`config.mk`:
```
export PLATFORM = sky130hd
export DESIGN_NAME = tlc_back
export DESIGN_NICKNAME = d
export VERILOG_FILES = /design/src/rtl/tlc_pkg.sv /design/src/rtl/tlc_back.sv
export SDC_FILE = /design/constraint.sdc
export NUM_CORES = 1
export LEC_CHECK = 0
export BUFFER_PORTS_ARGS = -buffer_cell sky130_fd_sc_hd__buf_4
export CAP_MARGIN = 20
export CORE_MARGIN = 1
export CORE_UTILIZATION = 49
export DETAILED_ROUTE_END_ITERATION = 16
export MAX_ROUTING_LAYER = met4
export PLACE_DENSITY = 0.87
export SETUP_SLACK_MARGIN = 0.1
export SLEW_MARGIN = 25
export SYNTH_ARGS = -nofsm -noshare
export SYNTH_HDL_FRONTEND = slang
export SYNTH_SLANG_ARGS = --single-unit
```
`constraint.sdc`:
```
create_clock -name clk -period 3 [get_ports clk]
set_clock_uncertainty 0.05 [all_clocks]
set_input_delay 0.15 -clock clk [delete_from_list [all_inputs] [get_ports clk]]
set_output_delay 0.15 -clock clk [all_outputs]
set_load 0.05 [all_outputs]
```
`src/rtl/tlc_pkg.sv`:
```
// ----------------------------------------------------------------------------
// tlc_pkg
// Shared types and codes of the two-level LRU cache tag block.
// ----------------------------------------------------------------------------
package tlc_pkg;

    localparam int ADDR_W   = 32;
    localparam int STATUS_W = 3;
    localparam int OUT_W    = 8;

    localparam logic [STATUS_W-1:0] ST_NONE = 3'd0;
    localparam logic [STATUS_W-1:0] ST_RH   = 3'd1;
    localparam logic [STATUS_W-1:0] ST_RM   = 3'd2;
    localparam logic [STATUS_W-1:0] ST_WH   = 3'd3;
    localparam logic [STATUS_W-1:0] ST_WM   = 3'd4;

    typedef enum logic [1:0] {
        BK_CLEAR,
        BK_IDLE,
        BK_LOOK
    } back_state_t;

    typedef struct packed {
        logic rd_en;
        logic upd_en;
        logic fill;
        logic clr_en;
    } lvl_ctrl_t;

endpackage

```
`src/rtl/tlc_back.sv`:
```
// ----------------------------------------------------------------------------
// tlc_back
// Sequencer: clearing pass, set read, lookup and update, result register.
// ----------------------------------------------------------------------------
module tlc_back #(
    parameter int CNW  = 8,
    parameter int LAST = 255
) (
    input  logic                         clk,
    input  logic                         rst_n,
    input  logic                         q_valid,
    input  logic                         q_write,
    output logic                         q_pop,
    output tlc_pkg::lvl_ctrl_t           l1_ctrl,
    output tlc_pkg::lvl_ctrl_t           l2_ctrl,
    output logic [CNW-1:0]               clr_cnt,
    input  logic                         l1_hit,
    input  logic                         l2_hit,
    output logic                         out_valid,
    input  logic                         out_ready,
    output logic [tlc_pkg::STATUS_W-1:0] out_s1,
    output logic [tlc_pkg::STATUS_W-1:0] out_s2
);

    tlc_pkg::back_state_t state_reg, state_next;
    logic [CNW-1:0] cnt_reg;
    logic           m_valid_reg;
    logic [tlc_pkg::STATUS_W-1:0] s1_reg, s2_reg, s1_next, s2_next;
    logic           out_free;

    assign out_free  = !m_valid_reg || out_ready;
    assign out_valid = m_valid_reg;
    assign out_s1    = s1_reg;
    assign out_s2    = s2_reg;
    assign clr_cnt   = cnt_reg;

    always_comb
    begin
        state_next = state_reg;
        unique case (state_reg)
            tlc_pkg::BK_CLEAR:
            begin
                if (cnt_reg == CNW'(LAST))
                begin
                    state_next = tlc_pkg::BK_IDLE;
                end
            end
            tlc_pkg::BK_IDLE:
            begin
                if (q_valid)
                begin
                    state_next = tlc_pkg::BK_LOOK;
                end
            end
            tlc_pkg::BK_LOOK:
            begin
                if (out_free)
                begin
                    state_next = tlc_pkg::BK_IDLE;
                end
            end
            default:
            begin
                state_next = tlc_pkg::BK_CLEAR;
            end
        endcase
    end

    always_comb
    begin
        l1_ctrl = '0;
        l2_ctrl = '0;
        q_pop   = 1'b0;
        if (q_write)
        begin
            s1_next = l1_hit ? tlc_pkg::ST_WH : tlc_pkg::ST_WM;
            s2_next = l2_hit ? tlc_pkg::ST_WH : tlc_pkg::ST_WM;
        end
        else
        begin
            s1_next = l1_hit ? tlc_pkg::ST_RH : tlc_pkg::ST_RM;
            s2_next = l1_hit ? tlc_pkg::ST_NONE
                             : (l2_hit ? tlc_pkg::ST_RH : tlc_pkg::ST_RM);
        end
        unique case (state_reg)
            tlc_pkg::BK_CLEAR:
            begin
                l1_ctrl.clr_en = 1'b1;
                l2_ctrl.clr_en = 1'b1;
            end
            tlc_pkg::BK_IDLE:
            begin
                l1_ctrl.rd_en = q_valid;
                l2_ctrl.rd_en = q_valid;
            end
            tlc_pkg::BK_LOOK:
            begin
                q_pop          = out_free;
                l1_ctrl.upd_en = out_free;
                l1_ctrl.fill   = !q_write;
                l2_ctrl.upd_en = out_free && (q_write || !l1_hit);
                l2_ctrl.fill   = !q_write;
            end
            default:
            begin
                q_pop = 1'b0;
            end
        endcase
    end

    always_ff @(posedge clk)
    begin
        if (q_pop)
        begin
            s1_reg <= s1_next;
            s2_reg <= s2_next;
        end
    end

    always_ff @(posedge clk or negedge rst_n)
    begin
        if (!rst_n)
        begin
            state_reg   <= tlc_pkg::BK_CLEAR;
            cnt_reg     <= '0;
            m_valid_reg <= 1'b0;
        end
        else
        begin
            state_reg <= state_next;
            if (state_reg == tlc_pkg::BK_CLEAR)
            begin
                cnt_reg <= cnt_reg + CNW'(1);
            end
            if (q_pop)
            begin
                m_valid_reg <= 1'b1;
            end
            else if (out_ready)
            begin
                m_valid_reg <= 1'b0;
            end
        end
    end

`ifndef SYNTHESIS
    a_look_has_item: assert property (@(posedge clk) disable iff (!rst_n)
        (state_reg == tlc_pkg::BK_LOOK) |-> q_valid)
        else $error("lookup without queued item");
    a_pop_when_free: assert property (@(posedge clk) disable iff (!rst_n)
        q_pop |-> out_free)
        else $error("result overwritten");
    a_pop_gives_out: assert property (@(posedge clk) disable iff (!rst_n)
        q_pop |=> m_valid_reg)
        else $error("result lost");
    a_no_read_clear: assert property (@(posedge clk) disable iff (!rst_n)
        l1_ctrl.clr_en |-> !q_pop && !l1_ctrl.rd_en)
        else $error("access during clearing pass");
`endif

endmodule

```
Word level (Yosys, flattened, before mapping)

Index checks and enable logic that the tools add are counted.

Register bits: 17
Bits in latches: 0
RAM bits: 0
ROM bits: 0
Bits of input ports: 7
Output and inout bits: 24
Logic and storage cells: 39
Memories kept: 0

$add $sub $neg: 1
$mul: 0
Div/mod/pow operators: 0
$lt $le $gt $ge: 0
Equality and inequality tests: 6
Shifts and indexed selects: 0
Muxes and demuxes: 18
Bitwise logic cells: 0
Reduce and logical (&&, ||, !) cells: 9

Operators with widths:

| operator                                                        | count |
|---|---|
| 2-bit 2-to-1 mux                                                | 8 |
| 3-bit 2-to-1 mux                                                | 4 |
| 8-bit by 1-bit adder with 8-bit output, second input constant   | 1 |
| 8-bit == test, second input constant                            | 1 |
| 2-bit != test, second input constant                            | 3 |
| 2-bit one-hot mux with 3 select lines                           | 1 |
| 1-bit 2-to-1 mux                                                | 5 |
| 1-bit zero test                                                 | 3 |
| 3-bit AND reduction                                             | 1 |
| 2-bit by 1-bit == test with 1-bit output, second input constant | 1 |
| 2-bit == test, second input constant                            | 1 |
| 2-bit zero test                                                 | 1 |
| 1-bit logical OR                                                | 2 |
| 2-bit nonzero test                                              | 1 |
| 1-bit logical AND                                               | 1 |

Logic depth before layout (Yosys ltp)

Depth in word-level cells: 4
Depth in mapped cells: 4
Depth with buffers taken out: 4

Worst setup path after synthesis

OpenSTA, ideal clock, no wires.

Path kind: flip-flop to output port
From: register m_valid_reg, in the netlist out_valid
To: output port l2_ctrl[2] (netlist bit)
Arrival: 2.621 ns
Data required time: 2.800 ns
Setup slack: 0.179 ns
Stages on the path, launching flop included: 4
Path buffers: 0
Cell sequence: dfrtp_1 nand2b_1 nor2b_1 nor2b_1

RTL lines:

| what                   | line            | source |
|---|---|---|
| start, declared        | tlc_back.sv:27  | `logic m_valid_reg;` |
| start signal, assigned | tlc_back.sv:126 | `m_valid_reg <= 1'b0;` |
| start signal, assigned | tlc_back.sv:137 | `m_valid_reg <= 1'b1;` |
| start signal, assigned | tlc_back.sv:141 | `m_valid_reg <= 1'b0;` |
| end, declared          | tlc_back.sv:15  | `output tlc_pkg::lvl_ctrl_t l2_ctrl,` |

==> qor.txt <==
Transition time at the pin with the least slew margin: 754.6 ps
Number of non-filler instances in the completed layout: 107
Maximum vdd ir drop: 0.9599 mV
Sw power: 529.5 µW
Via density per instance: 5.243
Total number of H-tree levels: 1
# diodes: 0
Path type of the worst setup path: flop to output pin
Number of cell rows: 13
HPWL Detailed: 1.157 mm
Post-synthesis register bit count: 17
Violation count after the first detailed-routing iteration: 7
Final global-route overflow total: 0
Worst relative slew slack: 0.4959
Highest layer used for signal routing: met4
Max reg flops: 8
Library cells used by synthesis: 25
Wire length on met3: 66 µm
Status: finished clean
Power share of the combinational group: 0.527
Top cell type's share of synthesized area: 0.3618
Highest clock frequency the design can meet: 441.0 MHz
Switching part of the total power: 0.4933
Pwr dens: 1062 nW/µm²
Leakage dissipation: 0.0004904 µW
Vias in the first global route: 527
Number of buffers created by CTS: 3
Clk_lat worst skew: 280 ps
Syn_nets: 70
Die X-Extent: 41.40 µm
Largest net degree at the start of global routing: 12
Average size of a mapped cell: 12.47 µm²
Count of input and output buffers: 30
Residual DRC count: 0
Internal power: 543.8 µW
Final Slew Violations: 0
Period utilization: 0.7558
Final weighted congestion in routability-driven placement: 0.7941
RSZ-0062 raised after global routing: no
Data required time at the worst endpoint: 2800 ps
Max Root-Sink Buffers: 2
Die extent in y: 41.40 µm
Met2 wire length: 810 µm
Maximum Capacitance Violations: 0
Part of the total power dissipated in sequential elements: 0.365
Post-synthesis cell area: 760.7 µm²
Cell total after placement: 102
Area Overhead vs Synth: 32.89%
Global routing usage summed across all routing layers: 0.1897
Overall via count from detail_route: 561
Endpoints failing hold: 0
Post-synth top area cell: sky130_fd_sc_hd__dfrtp_1
M1 wire length: 599 µm
Detail-routed net length per standard cell: 14.01 µm
Setup bufs post-CTS: 0
Clk sink count: 17
Type of element capturing the critical path: output pin
Global-route wire length before repair: 2.387 mm
Final worst path period need: 2267 ps
Initial antenna violation count: 0
Number of top-level pins: 31
Crit Path Max Fanout: 10
Count of final setup violators: 0
Final setup TNS: 0 ps
Worst hold path type: input port to flop
Total Die Area: 1714 µm²
Residual antenna-violating net count after detailed routing: 0
Share of post-route cells with drive strength above 1: 0.4022
Worst endpoint data arrival time: 2070 ps
Warning count from the yosys run: 0
Mapped Cells: 61
Detailed-routing iteration count for the pre-antenna-repair pass: 4
CTS tree: built
Cell at the root of the clock tree: sky130_fd_sc_hd__clkbuf_4
CORE AREA: 1366 µm²
Sequential fraction of the synthesis area: 0.5987
Main area contributors after synthesis: sky130_fd_sc_hd__dfrtp_1, sky130_fd_sc_hd__edfxtp_1, sky130_fd_sc_hd__xnor2_1
# nets final: 102
Clock network fraction of design power: 0.108
Register clock-pin slew on the reported worst setup and hold paths: 90 ps
Total detailed-routing wirelength: 1.499 mm
Kind of launch point of the worst setup path: flop
Initial core utilization: 0.5568
-- cell usage in the layout, fill, tap and decap left out, drive strengths merged --
cell type | Yosys | final
nor2b | 2 | 2
dfrtp | 11 | 11
clkbuf | 0 | 4
xor2 | 3 | 3
and3 | 1 | 1
dlygate4sd3 | 0 | 1
nand4 | 3 | 3
ha | 2 | 2
inv | 1 | 1
a21o | 1 | 1
nor3 | 2 | 2
nand2b | 1 | 1
buf | 4 | 30
and4bb | 1 | 1
or3b | 1 | 1
a21boi | 1 | 1
nor3b | 1 | 1
o22ai | 1 | 1
nand2 | 5 | 5
nor2 | 6 | 6
edfxtp | 6 | 6
or3 | 1 | 1
or2b | 1 | 1
xnor2 | 4 | 4
and4 | 1 | 1
mux2 | 1 | 1
-- Yosys cell counts (all sizes together) --
cell and count:
nor3b 1, nor3 2, and3 1, nor2 6
xor2 3, buf 4, and4 1, dfrtp 11
nor2b 2, nand4 3, a21o 1, nand2 5
or3b 1, or3 1, nand2b 1, inv 1
or2b 1, ha 2, edfxtp 6, o22ai 1
xnor2 4, a21boi 1, and4bb 1, mux2 1
-- per-layer routing --
layer  vias up  global-route usage
li1        270                   -
met1       272              0.2151
met2        17              0.3250
met3         2             0.02609
met4         0             0.09677
met5         -                   -
-- critical path, cell delays in order (launching register included) --
cell and delay [ps]:
sky130_fd_sc_hd__dfrtp_1 440, sky130_fd_sc_hd__or2b_1 310, sky130_fd_sc_hd__nor2b_1 610, sky130_fd_sc_hd__nor2b_1 220
sky130_fd_sc_hd__buf_4 210
-- power groups by stage --
| stage | sequential [µW] | clock, µW | combinational [µW] |
|---|---|---|---|
| 3_5_place_dp | 396 | 0 | 567 |
| 2_1_floorplan | 585 | 0 | 212 |
| 6_report | 392 | 116 | 565 |
| 4_1_cts | 392 | 122 | 569 |
| 5_1_grt | 404 | 129 | 591 |
| 3_3_place_gp | 389 | 0 | 557 |
-- final timing paths --
| path | end | start | cells after the start | slack (ps) |
|---|---|---|---|---|
| setup / recovery | l2_ctrl[2] | state_reg[1] | 4 | 730 |
| hold / removal | out_s1[0] | l1_hit | 1 | 40 |
| setup reg to reg | out_s2[0] | state_reg[1] | 2 | 1220 |
| hold reg to reg | clr_cnt[7] | clr_cnt[7] | 1 | 480 |
| max in group asynchronous | state_reg[1] | rst_n | 2 | 2570 |
| min in group asynchronous | clr_cnt[1] | rst_n | 2 | 180 |
-- final cells by class --
type | instances | area [µm²]
multi-input cells | 39 | 271.5
fillers | 95 | 355.3
repair buffers | 31 | 235.2
clock buffers | 4 | 26.28
inverters | 1 | 3.754
flip-flops and latches | 17 | 455.4
well taps | 15 | 18.77
-- stage by stage --
step / setup WS [ps] / util / hold WS [ps] / total power, µW / area (µm²)
after global placement: 1171 / 0.7134 / -61.41 / 945.8 / 974.7
final: 732.7 / 0.7399 / 36.04 / 1073 / 1011
after floorplan: 178.9 / - / -195.6 / 796.6 / 760.7
after CTS: 682.9 / 0.7399 / 24.11 / 1083 / 1011
after global routing: 558.9 / 0.7399 / 24.53 / 1124 / 1011
after detailed placement: 983.0 / 0.7134 / -60.57 / 963.0 / 974.7
-- logic make-up (layout without fill, tap and decap cells) --
logic type	count (synthesis)	in the layout	share of synthesized area
xor gates and xnor gates	7	7	0.08059
AOI/OAI and AO/OA	3	3	0.02797
muxes	1	1	0.01480
adders and majority gates	2	2	0.03289
and+or+nand+nor	26	26	0.2007
DFF	17	17	0.5987
buffers and inverters	5	36	0.04440
-- what timing repair did --
item / in CTS / in global routing
hold buffers: 1 / 0
setup endpoints to repair: 0 / 0
endpoints found under the hold margin: 11 / 0
resized for setup: 0 / 0
Note: power is estimated with default switching activity, not from simulation.
