### config.mk
export PLATFORM = sky130hd
export DESIGN_NAME = tlc_front
export DESIGN_NICKNAME = d
export VERILOG_FILES = /design/src/rtl/tlc_pkg.sv /design/src/rtl/tlc_front.sv
export SDC_FILE = /design/constraint.sdc
export NUM_CORES = 1
export LEC_CHECK = 0
export BUFFER_PORTS_ARGS = -buffer_cell sky130_fd_sc_hd__clkbuf_2
export CAP_MARGIN = 15
export CORE_AREA = 8 8 98 100
export CTS_CLUSTER_SIZE = 8
export DETAILED_ROUTE_END_ITERATION = 8
export DIE_AREA = 0 0 106 108
export HOLD_SLACK_MARGIN = 0.03
export PLACE_DENSITY = 0.62
export SLEW_MARGIN = 20
export SYNTH_ARGS = -nofsm -noshare
export SYNTH_HDL_FRONTEND = slang
export SYNTH_SLANG_ARGS = --single-unit
export TNS_END_PERCENT = 5
### constraint.sdc
create_clock -name clk -period 4.6 [get_ports clk]
set_input_delay 0.69 -clock clk [delete_from_list [all_inputs] [get_ports clk]]
set_output_delay 0.69 -clock clk [all_outputs]
set_load 0.02 [all_outputs]
### src/rtl/tlc_pkg.sv
// ----------------------------------------------------------------------------
// tlc_pkg
// Shared types and codes of the two-level LRU cache tag block.
// ----------------------------------------------------------------------------
package tlc_pkg;

    localparam int ADDR_W   = 32;
    localparam int STATUS_W = 3;
    localparam int OUT_W    = 8;

    localparam logic [STATUS_W-1:0] ST_NONE = 3'd0;
    localparam logic [STATUS_W-1:0] ST_RH   = 3'd1;
    localparam logic [STATUS_W-1:0] ST_RM   = 3'd2;
    localparam logic [STATUS_W-1:0] ST_WH   = 3'd3;
    localparam logic [STATUS_W-1:0] ST_WM   = 3'd4;

    typedef enum logic [1:0] {
        BK_CLEAR,
        BK_IDLE,
        BK_LOOK
    } back_state_t;

    typedef struct packed {
        logic rd_en;
        logic upd_en;
        logic fill;
        logic clr_en;
    } lvl_ctrl_t;

endpackage

### src/rtl/tlc_front.sv
// ----------------------------------------------------------------------------
// tlc_front
// Accepts requests, splits the address per level, queues two decoded items.
// ----------------------------------------------------------------------------
module tlc_front #(
    parameter int OFF1 = 6,
    parameter int SB1  = 6,
    parameter int SW1  = 6,
    parameter int TW1  = 20,
    parameter int OFF2 = 6,
    parameter int SB2  = 8,
    parameter int SW2  = 8,
    parameter int TW2  = 18
) (
    input  logic                        clk,
    input  logic                        rst_n,
    input  logic                        in_valid,
    output logic                        in_ready,
    input  logic                        in_write,
    input  logic [tlc_pkg::ADDR_W-1:0]  in_addr,
    output logic                        q_valid,
    input  logic                        q_pop,
    output logic                        q_write,
    output logic [SW1-1:0]              q_set1,
    output logic [TW1-1:0]              q_tag1,
    output logic [SW2-1:0]              q_set2,
    output logic [TW2-1:0]              q_tag2
);

    localparam int EW = 1 + SW1 + TW1 + SW2 + TW2;

    logic [tlc_pkg::ADDR_W-1:0] blk1;
    logic [tlc_pkg::ADDR_W-1:0] blk2;
    logic [EW-1:0] entry;
    logic [EW-1:0] head;
    logic [EW-1:0] buf_reg [2];
    logic          wr_ptr_reg;
    logic          rd_ptr_reg;
    logic [1:0]    cnt_reg;
    logic          push;

    always_comb
    begin
        blk1  = in_addr >> OFF1;
        blk2  = in_addr >> OFF2;
        entry = {TW2'(blk2 >> SB2), (SB2 > 0) ? blk2[SW2-1:0] : SW2'(0),
                 TW1'(blk1 >> SB1), (SB1 > 0) ? blk1[SW1-1:0] : SW1'(0),
                 in_write};
    end

    assign in_ready = (cnt_reg != 2'd2);
    assign push     = in_valid && in_ready;
    assign q_valid  = (cnt_reg != 2'd0);
    assign head     = buf_reg[rd_ptr_reg];
    assign {q_tag2, q_set2, q_tag1, q_set1, q_write} = head;

    always_ff @(posedge clk)
    begin
        if (push)
        begin
            buf_reg[wr_ptr_reg] <= entry;
        end
    end

    always_ff @(posedge clk or negedge rst_n)
    begin
        if (!rst_n)
        begin
            wr_ptr_reg <= 1'b0;
            rd_ptr_reg <= 1'b0;
            cnt_reg    <= 2'd0;
        end
        else
        begin
            if (push)
            begin
                wr_ptr_reg <= !wr_ptr_reg;
            end
            if (q_pop)
            begin
                rd_ptr_reg <= !rd_ptr_reg;
            end
            cnt_reg <= cnt_reg + 2'(push) - 2'(q_pop);
        end
    end

endmodule

Word level (Yosys, flattened, before mapping)

Memory sizes are Yosys's and may differ from the RTL's.
Index checks and enable logic that the tools add are counted.
Widths: inputs -> output; s select.

$add $sub $neg: 2
Equal/unequal tests: 1
Muxes and demuxes: 2
Reductions and logical operators: 4

Operators by type and width:

| cell               | count |
|---|---|
| $add 2x1->2        | 1 |
| $logic_not 1->1    | 2 |
| $mux 1             | 2 |
| $ne 2x2->1 const B | 1 |
| $reduce_bool 2->1  | 1 |
| $sub 2x1->2        | 1 |
| $logic_and 1x1->1  | 1 |

Register bits after elaboration: 4
Memory bits (writable): 106
Input bits: 37
Output and inout bits: 55
Logic and storage cells: 13
Memories: 1

Memories:

| memory  | words | bits a word | rd ports | clocked after memory_dff | wr ports | RTL line        | text |
|---|---|---|---|---|---|---|---|
| buf_reg | 2     | 53          | 1        | 0                        | 1        | tlc_front.sv:36 | `logic [EW-1:0] buf_reg [2];` |

Logic depth before layout (Yosys ltp)

Gate-level depths: netlist of run 1.

Word-level depth: 4
Gate-level depth with buffers: 5
Mapped depth without buffers: 5

Least setup slack after synthesis of run 1

Ideal clock, no wire load.

Path kind: input to register
From: in in_valid
To: mem buf_reg[0][0] (netlist name) (enable)
Library setup time: 0.411 ns
Arrival: 1.951 ns
Required time: 4.189 ns
Path slack: 2.238 ns
Stages: 2
Path buffers: 0
Cell sequence: nand2_1 > nor2_1

Longest elaborated chain between the ends: 3

Ends and longest elaborated chain:

| element                      | RTL line        | text |
|---|---|---|
| start: declaration           | tlc_front.sv:17 | `input logic in_valid,` |
| $logic_and 1x1->1            | tlc_front.sv:52 | `assign push = in_valid && in_ready;` |
| $mux 1                       | tlc_front.sv:59 | `if (push)` |
| $mux 1 (implied by the code) | tlc_front.sv:61 | `buf_reg[wr_ptr_reg] <= entry;` |
| end: declaration             | tlc_front.sv:36 |  |

No other way between the ends.

Worst setup path after layout of run 1

From: reg rd_ptr_reg
To: out q_tag2[10]

Longest elaborated chain between the ends: 1

Ends and longest elaborated chain:

| element                  | RTL line        | text |
|---|---|---|
| start: declaration       | tlc_front.sv:38 | `logic rd_ptr_reg;` |
| start signal: assignment | tlc_front.sv:81 | `rd_ptr_reg <= !rd_ptr_reg;` |
| $mem_v2 2x53             | --              |  |
| end: declaration         | tlc_front.sv:27 | `output logic [TW2-1:0] q_tag2` |

No other way between the ends.

==> impl_metrics.toml, run 1 <==
[run_status]
outcome = "finished clean"

[logic_synthesis]
synthCells = 127
yosysTopAreaCellShare = 0.692
synth-seq-area-share = 0.735
synth_nets = 165
postSynthAreaPerCell_um2 = 18.5
synth_cell_types = 16
yosys-top-cells-area = "edfxtp_1, mux2_1, buf_4"
yosys_warnings = 0
syn_area_mm2 = 0.00234
synth-seq-cells = 58
synth_area_leader_cell = "edfxtp_1"

[route]
viasPerCell = 4.00
drtPass1Iterations = 4
first_iter_violations = 37
wire_per_inst_um = 14.6
drc_errors = 0
totalWireLength_um = 4480
postRouteAntennaNets = 0
num_vias = 1224

[clocking]
cts_made_buffers = 9
clock_path_buffers = 2
h-tree-depth = 3
ctsRootBufferMaster = "clkbuf_8"
cts_tree = "built"
cts_resized = 0
clk_latency_ps = 330
post_cts_buffers = 0
ctsHoldBuffers = 0
clkTransAtPathRegs_ps = 70
cts_sinks = 58

[place]
dpl-instance-area_mm2 = 0.00270
preCtsSetupSlack_ps = 2280
gp_congestion = 0.593
portBuffers = 85
dpl.hpwl_um = 3150

[timing]
hold_viol = 0
fmax_mhz = 384
max_slew.worst_pin.slew_ps = 824
fin_crit_sh = 0.566
finalMaxSlewViolations = 0
setup_tns_ps = 0
timing.final.ws_setup_ps = 2000
relSlewSlack = 0.450
rsz0062_at_grt = "no"
period_minus_slack_ps = 2600
finClkSkew_ps = 7.80
setup_violations = 0
timing.hold.ws_ps = 160

[run]
cap_viol_max_count = 0

[die]
die_w_um = 106
dieArea_mm2 = 0.0114
core-area_mm2 = 0.00805
io_pins = 92
start_util = 0.291
die_h_um = 108
rows = 33

[final_layout]
finalInstanceArea_mm2 = 0.00294
synthToLayoutAreaGrowth_pct = 25.5
nets = 234
drive_above_1_share = 0.517
largest_reg_flops = 54
diodes = 0

[worst_setup_path]
cp_slowest_cell = "dfrtp_1"
arrival_ps = 1910
start_kind = "flop"
critical_path.cell_chain = "buf_4 -> mux2_1 -> clkbuf_2"
critPathMaxFanout = 19
slowest_delay_ps = 630
critPathTopFamily = "flip-flops"
crit_required_ps = 3910
crit_type = "flop to output pin"
worstSetupEndpointType = "output pin"
cp_num_buf_inv = 2

[grt]
grt_pass1_vias = 1368
grt_pass1_wl_um = 7010
antenna_found_initial = 0
grt_max_degree = 28
grtUsageTotal = 0.0807
grt.overflow.total = 0

[pwr]
p_sw_uw = 794
power_mw = 2.14
p_comb_frac = 0.374
power_frac_clock = 0.263
power_density_mw_per_mm2 = 728
swShare = 0.371
p_seq_frac = 0.362
p_leak_nw = 1.18
p_int_mw = 1.35
ir_worst_vdd_uv = 361

[worst_hold_path]
worstHoldPathType = "input port to asynchronous set/reset pin"
[final timing paths]
| check | start | endpoint | slack (ps) | cells past startpoint |
|---|---|---|---|---|
| min reg2reg | cnt_reg[0]$_DFF_PN0_ | cnt_reg[0]$_DFF_PN0_ | 550 | 1 |
| max reg2reg | cnt_reg[0]$_DFF_PN0_ | buf_reg[1][28]$_DFFE_PP_ | 2790 | 3 |
| min in group clk | in_addr[31] | buf_reg[1][26]$_DFFE_PP_ | 540 | 1 |
| min | rst_n | cnt_reg[0]$_DFF_PN0_ | 160 | 1 |
| max in group asynchronous | rst_n | rd_ptr_reg$_DFFE_PN0P_ | 4310 | 1 |
| max | rd_ptr_reg$_DFFE_PN0P_ | q_tag2[10] | 2000 | 3 |
[worst register-to-register path, stage by stage, from the launching register on]
cell and delay (ps):
dfrtp_1 380, nand2b_1 160, and3_1 570, buf_4 380
[power by group through the flow]
stage	Clock [mW]	Sequential, mW	Combinational, mW
final	0.564	0.775	0.801
after global routing	0.604	0.792	0.871
after CTS	0.584	0.778	0.828
after detailed placement	0	0.789	0.825
after global placement	0	0.783	0.822
after floorplan	0	0.760	0.693
[layer usage]
metal	track usage	part of all wire	up-vias
met5	0	0	-
li1	-	-	585
met3	0.0488	0.096	7
met1	0.0925	0.42	580
met2	0.121	0.48	52
met4	0.0302	0.011	0
[logic make-up (layout without fill, tap and decap cells)]
group           count (synthesis)  in the layout  synth area share
flops                          58             58             0.735
fa+ha+maj                       1              1           0.00534
buf+inv                        29            103            0.0950
mux                            27             27             0.130
xor+xnor                        4              4            0.0150
compound gates                  2              2           0.00748
simple gates                    6              6            0.0128
[per-stage QoR]
step           instances   util
2_1_floorplan        127      -
3_3_place_gp         290  0.335
3_5_place_dp         290  0.335
4_1_cts              306  0.365
5_1_grt              306  0.365
6_report             306  0.365
[cell usage after synthesis]
| cell type | number |
|---|---|
| ha_1 | 1 |
| nand2_1 | 1 |
| buf_6 | 2 |
| xor2_1 | 1 |
| buf_4 | 26 |
| dfrtp_1 | 4 |
| nand2b_1 | 1 |
| edfxtp_1 | 54 |
| nor2_1 | 2 |
| and3_1 | 1 |
| a22oi_1 | 1 |
| xnor2_1 | 3 |
| a21bo_1 | 1 |
| mux2_1 | 27 |
| or2_2 | 1 |
| buf_2 | 1 |
[final cells by class]
| class | instances | area (µm²) |
|---|---|---|
| clock buffer | 9 | 124 |
| clock inverter | 7 | 118 |
| fill | 789 | 5110 |
| multi-input combinational | 40 | 407 |
| sequential | 58 | 1720 |
| tap | 105 | 131 |
| timing repair buffer | 87 | 440 |
[layout by cell type, fill, tap and decap left out, types with 2 or more instances in the layout]
master / instances
clkbuf_2: 85
edfxtp_1: 54
mux2_1: 27
clkbuf_8: 9
dfrtp_1: 4
xnor2_1: 3
bufinv_16: 3
clkinvlp_4: 2
buf_4: 2
Note: power is estimated with default switching activity, not from simulation.
==> run 2: changes to the inputs <==
- clock period: 4.6 -> 2.55 ns (I/O delays scaled with it)
==> run 2 against run 1 <==
Clock skew down 4.3 ps. Register-to-register slack worse by 1900 ps. Wire length up 0.65%. Sequential share of layout area up 0.88 points. Final cell count up 1.3%. Core utilization down 0.54 points. Largest cell class unchanged. Highest routed layer unchanged.
==> impl_metrics.toml, run 2 (same netlist as run 1, synthesis figures left out) <==
[final_layout]
synthToLayoutAreaGrowth_pct = 23.7
layout_common_cells = "clkbuf_2, edfxtp_1, mux2_1"
finalInstanceArea_mm2 = 0.00290
fillCellCount = 806
multi_input_area_um2 = 407
largest_reg_flops = 54
seq_area_mm2 = 0.00172
nets = 238
diodes = 0
layout_commonest_cell = "clkbuf_2"
drive_above_1_share = 0.502

[worst_setup_path]
cp_slowest_cell = "mux2_1"
critPathMaxFanout = 19
worstSetupEndpointType = "output pin"
cp_num_buf_inv = 2
start_kind = "flop"
critPathTopFamily = "buffers and inverters"
critical_path.cell_chain = "buf_4 -> mux2_1 -> clkbuf_2"
crit_type = "flop to output pin"
arrival_ps = 1510
crit_required_ps = 2170
slowest_delay_ps = 380

[place]
dpl-instance-area_mm2 = 0.00274
dpl.hpwl_um = 3280
gp_congestion = 0.595
portBuffers = 85

[die]
dieArea_mm2 = 0.0114
start_util = 0.291
rows = 33
die_h_um = 108
io_pins = 92
die_w_um = 106
core-area_mm2 = 0.00805

[timing]
relSlewSlack = 0.687
rsz0062_at_grt = "no"
setup_tns_ps = 0
fin_crit_sh = 0.743
fmax_mhz = 528
setup_violations = 0
period_minus_slack_ps = 1890
finClkSkew_ps = 3.47
hold_viol = 0
max_slew.worst_pin.slew_ps = 469
finalMaxSlewViolations = 0

[clocking]
h-tree-depth = 3
ctsRootBufferMaster = "clkbuf_8"
cts_made_buffers = 9
post_cts_buffers = 0
cts_tree = "built"
cts_resized = 0
cts_sinks = 58
ctsHoldBuffers = 1
clkTransAtPathRegs_ps = 60
clk_latency_ps = 330
clock_path_buffers = 2

[route]
postRouteAntennaNets = 0
drtPass1Iterations = 4
num_vias = 1257
first_iter_violations = 36
viasPerCell = 4.05
wire_per_inst_um = 14.6
totalWireLength_um = 4510
drc_errors = 0

[pwr]
p_leak_nw = 1.17
p_seq_frac = 0.385
power_frac_clock = 0.189
swShare = 0.393
p_int_mw = 2.16
power_density_mw_per_mm2 = 1230
p_sw_mw = 1.40
ir_worst_vdd_uv = 626
p_comb_frac = 0.426

[grt]
antenna_found_initial = 0
grt_max_degree = 20
grt_pass1_wl_um = 6920
grt.overflow.total = 0
grtUsageTotal = 0.0811
grt_pass1_vias = 1379

[run]
cap_viol_max_count = 0

[worst_hold_path]
worstHoldPathType = "input port to flop"

[run_status]
outcome = "finished clean"
run 2: cell count changes in the layout (fill, tap and decap cells not counted), sizes merged:
| cell | previous run | this run |
|---|---|---|
| buf | 2 | 5 |
| bufinv | 3 | 0 |
| clkbuf | 94 | 96 |
| clkinv | 2 | 5 |
| clkinvlp | 2 | 0 |
| dlygate4sd3 | 0 | 1 |
run 2: power by group through the flow:
stage	Sequential, mW	Clock (mW)	Combinational [mW]
final	1.37	0.672	1.52
after global placement	1.38	0	1.56
after CTS	1.37	0.701	1.57
after global routing	1.39	0.749	1.64
after detailed placement	1.39	0	1.57
after floorplan	1.37	0	1.25
run 2: cell type report:
cell class / instances / area share
Tap cell: 105 / 0.0453
Multi-Input combinational cell: 40 / 0.140
Timing Repair Buffer: 91 / 0.168
Clock buffer: 11 / 0.0453
Sequential cell: 58 / 0.594
Clock inverter: 5 / 0.00734
run 2: metrics by stage:
stage | hold WS [ps] | setup WS, ps | instances | power, mW | util
after floorplan | 86.9 | 205 | 127 | 2.62 | -
after global placement | 198 | 927 | 293 | 2.94 | 0.340
after detailed placement | 200 | 912 | 293 | 2.96 | 0.340
after CTS | 221 | 589 | 310 | 3.64 | 0.360
after global routing | 214 | 533 | 310 | 3.78 | 0.360
final | 240 | 656 | 310 | 3.56 | 0.360
run 2: layer usage:
metal  GRT usage  vias to the layer above  wire, µm
met2       0.128                       55      2140
met5           0                        -         0
met4      0.0422                        0        62
li1            -                      589         -
met3      0.0541                        7       497
met1      0.0802                      606      1810
run 2: worst paths after layout:
check | start | to | slack (ps) | depth (start not counted)
hold reg to reg | cnt_reg[0]$_DFF_PN0_ | cnt_reg[0]$_DFF_PN0_ | 550 | 1
hold / removal | in_addr[15] | buf_reg[0][36]$_DFFE_PP_ | 240 | 1
max in group asynchronous | rst_n | cnt_reg[1]$_DFF_PN0_ | 2030 | 2
setup / recovery | rd_ptr_reg$_DFFE_PN0P_ | q_tag2[10] | 660 | 3
setup reg to reg | cnt_reg[0]$_DFF_PN0_ | buf_reg[0][38]$_DFFE_PP_ | 930 | 4
min in group asynchronous | rst_n | wr_ptr_reg$_DFFE_PN0P_ | 390 | 2
==> run 3: changes to the inputs <==
- clock period: 2.55 -> 1.75 ns (I/O delays scaled with it)
==> run 3 against run 2 <==
Clock-buffer cell count fell by 1. Non-clock buffer count grew 1. Critical path depth unchanged. Largest power group unchanged. Core utilization up 0.50 points. Largest cell class unchanged. Combinational power grew 49%. Critical endpoint is now q_set2[1]. Worst hold slack got worse by 110 ps. Sequential share of layout area shrank 0.81 points. Sequential cell count is the same. Clock skew about the same. Design area rose by 1.4%.
==> impl_metrics.toml, run 3 (same netlist as run 1, synthesis figures left out) <==
[route]
viasPerCell = 3.95
totalWireLength_um = 4290
drtPass1Iterations = 4
first_iter_violations = 38
num_vias = 1225
wire_per_inst_um = 13.8
postRouteAntennaNets = 0
drc_errors = 0

[timing]
hold_viol = 0
fin_crit_sh = 0.966
relSlewSlack = 0.840
setup_violations = 0
finClkSkew_ps = 3.79
fmax_mhz = 592
rsz0062_at_grt = "yes"
finalMaxSlewViolations = 0
setup_tns_ps = 0
timing.hold.ws_ps = 127
period_minus_slack_ps = 1690
max_slew.worst_pin.slew_ps = 240

[final_layout]
largest_reg_flops = 54
fin_util = 0.365
layout_commonest_cell = "edfxtp_1"
layout_common_cells = "edfxtp_1, clkbuf_2, buf_2"
drive_above_1_share = 0.556
diodes = 0
synthToLayoutAreaGrowth_pct = 25.4
nets = 239
stdcell_count = 310

[worst_hold_path]
worstHoldPathType = "input port to flop"
holdPathStages = 1
min_to = "buf_reg[0][49]$_DFFE_PP_"
hp-start = "in_addr[28]"

[die]
core-area_mm2 = 0.00805
io_pins = 92
die_w_um = 106
dieArea_mm2 = 0.0114
rows = 33
die_h_um = 108
start_util = 0.291

[place]
gp_congestion = 0.631
dpl.hpwl_um = 3200
portBuffers = 85
place_inst = 294

[clocking]
cts_tree = "built"
clkTransAtPathRegs_ps = 60
clock_path_buffers = 2
h-tree-depth = 3
cts_sinks = 58
ctsRootBufferMaster = "clkbuf_8"
cts_made_buffers = 9
clk_latency_ps = 320
post_cts_buffers = 0

[worst_setup_path]
critical_path.cell_chain = "buf_12 -> mux2_2 -> buf_2"
start_kind = "flop"
arrival_ps = 1430
reg2reg_slack_ps = 360
crit_type = "flop to output pin"
rr_endpoint = "buf_reg[0][40]$_DFFE_PP_"
worstSetupEndpointType = "output pin"
reg2regPathDepth = 4
slowest_delay_ps = 400
critPathMaxFanout = 17
crit_required_ps = 1490
worstReg2RegStart = "cnt_reg[0]$_DFF_PN0_"
cp_slowest_cell = "dfrtp_1"

[run]
cap_viol_max_count = 0

[run_status]
outcome = "finished clean"

[grt]
grt.overflow.total = 0
grtUsageTotal = 0.0777
grt_max_degree = 18
antenna_found_initial = 0
grt_pass1_wl_um = 6760
grt_pass1_vias = 1365

[pwr]
ir_worst_vdd_uv = 827
p_leak_nw = 1.18
power_density_mw_per_mm2 = 1820
## run 3: cell count changes in the layout (fill, tap and decap cells not counted), sizes merged
| cell | before | now |
|---|---|---|
| buf | 5 | 42 |
| bufinv | 0 | 1 |
| clkbuf | 96 | 59 |
| clkinv | 5 | 4 |
## run 3: per-layer routing
layer,global-route usage,wire length [µm],vias to the layer above,share of wire
met5,0,0,-,0
met3,0.0500,453,10,0.11
met2,0.123,2020,55,0.47
li1,-,-,594,-
met1,0.0792,1740,566,0.41
met4,0.0362,69,0,0.016
## run 3: worst max-delay path by stage
| stage | start | end | slack (ps) | cells after the start |
|---|---|---|---|---|
| CTS | rd_ptr_reg$_DFFE_PN0P_ | q_set2[1] | -9 | 3 |
| finish | rd_ptr_reg$_DFFE_PN0P_ | q_set2[1] | 60 | 3 |
| global placement | rd_ptr_reg$_DFFE_PN0P_ | q_set2[1] | 300 | 3 |
| floorplan | cnt_reg[0]$_DFF_PN0_ | buf_reg[1][0]$_DFFE_PP_ | -20 | 2 |
| detailed placement | rd_ptr_reg$_DFFE_PN0P_ | q_set2[1] | 300 | 3 |
| global route | rd_ptr_reg$_DFFE_PN0P_ | q_set2[1] | -20 | 3 |
## run 3: worst max-delay path: cells and delay by family (launching register included)
family / cells / cell delay, ps
flops: 1 / 400
mux: 1 / 360
buf+inv: 2 / 350
## run 3: what timing repair did
item,CTS,global route
hold buffers,1,0
endpoints found under the hold margin,4,0
gates resized for setup,1,51
setup endpoints to repair,33,46
## run 3: final cells by class
cell class                 count  area (µm²)
fill                         772        5110
multi-input combinational     40         414
sequential                    58        1720
clock buffer                  10         128
clock inverter                 5        46.3
tap                          105         131
timing repair buffer          92         497
## run 3: metrics by stage
stage | area, µm² | setup slack [ps] | power (mW)
2_1_floorplan | 2350 | -19.3 | 3.83
4_1_cts | 2920 | -8.84 | 5.42
5_1_grt | 2940 | -21.7 | 5.70
3_5_place_dp | 2730 | 298 | 4.29
3_3_place_gp | 2730 | 304 | 4.27
6_report | 2940 | 59.4 | 5.36
## run 3: where the power goes
part | switching, mW | internal (mW) | total, mW
logic | 1.44 | 0.829 | 2.27
registers | 0.0996 | 1.90 | 2.00
clock network | 0.456 | 0.632 | 1.09
total | 2.00 | 3.36 | 5.36
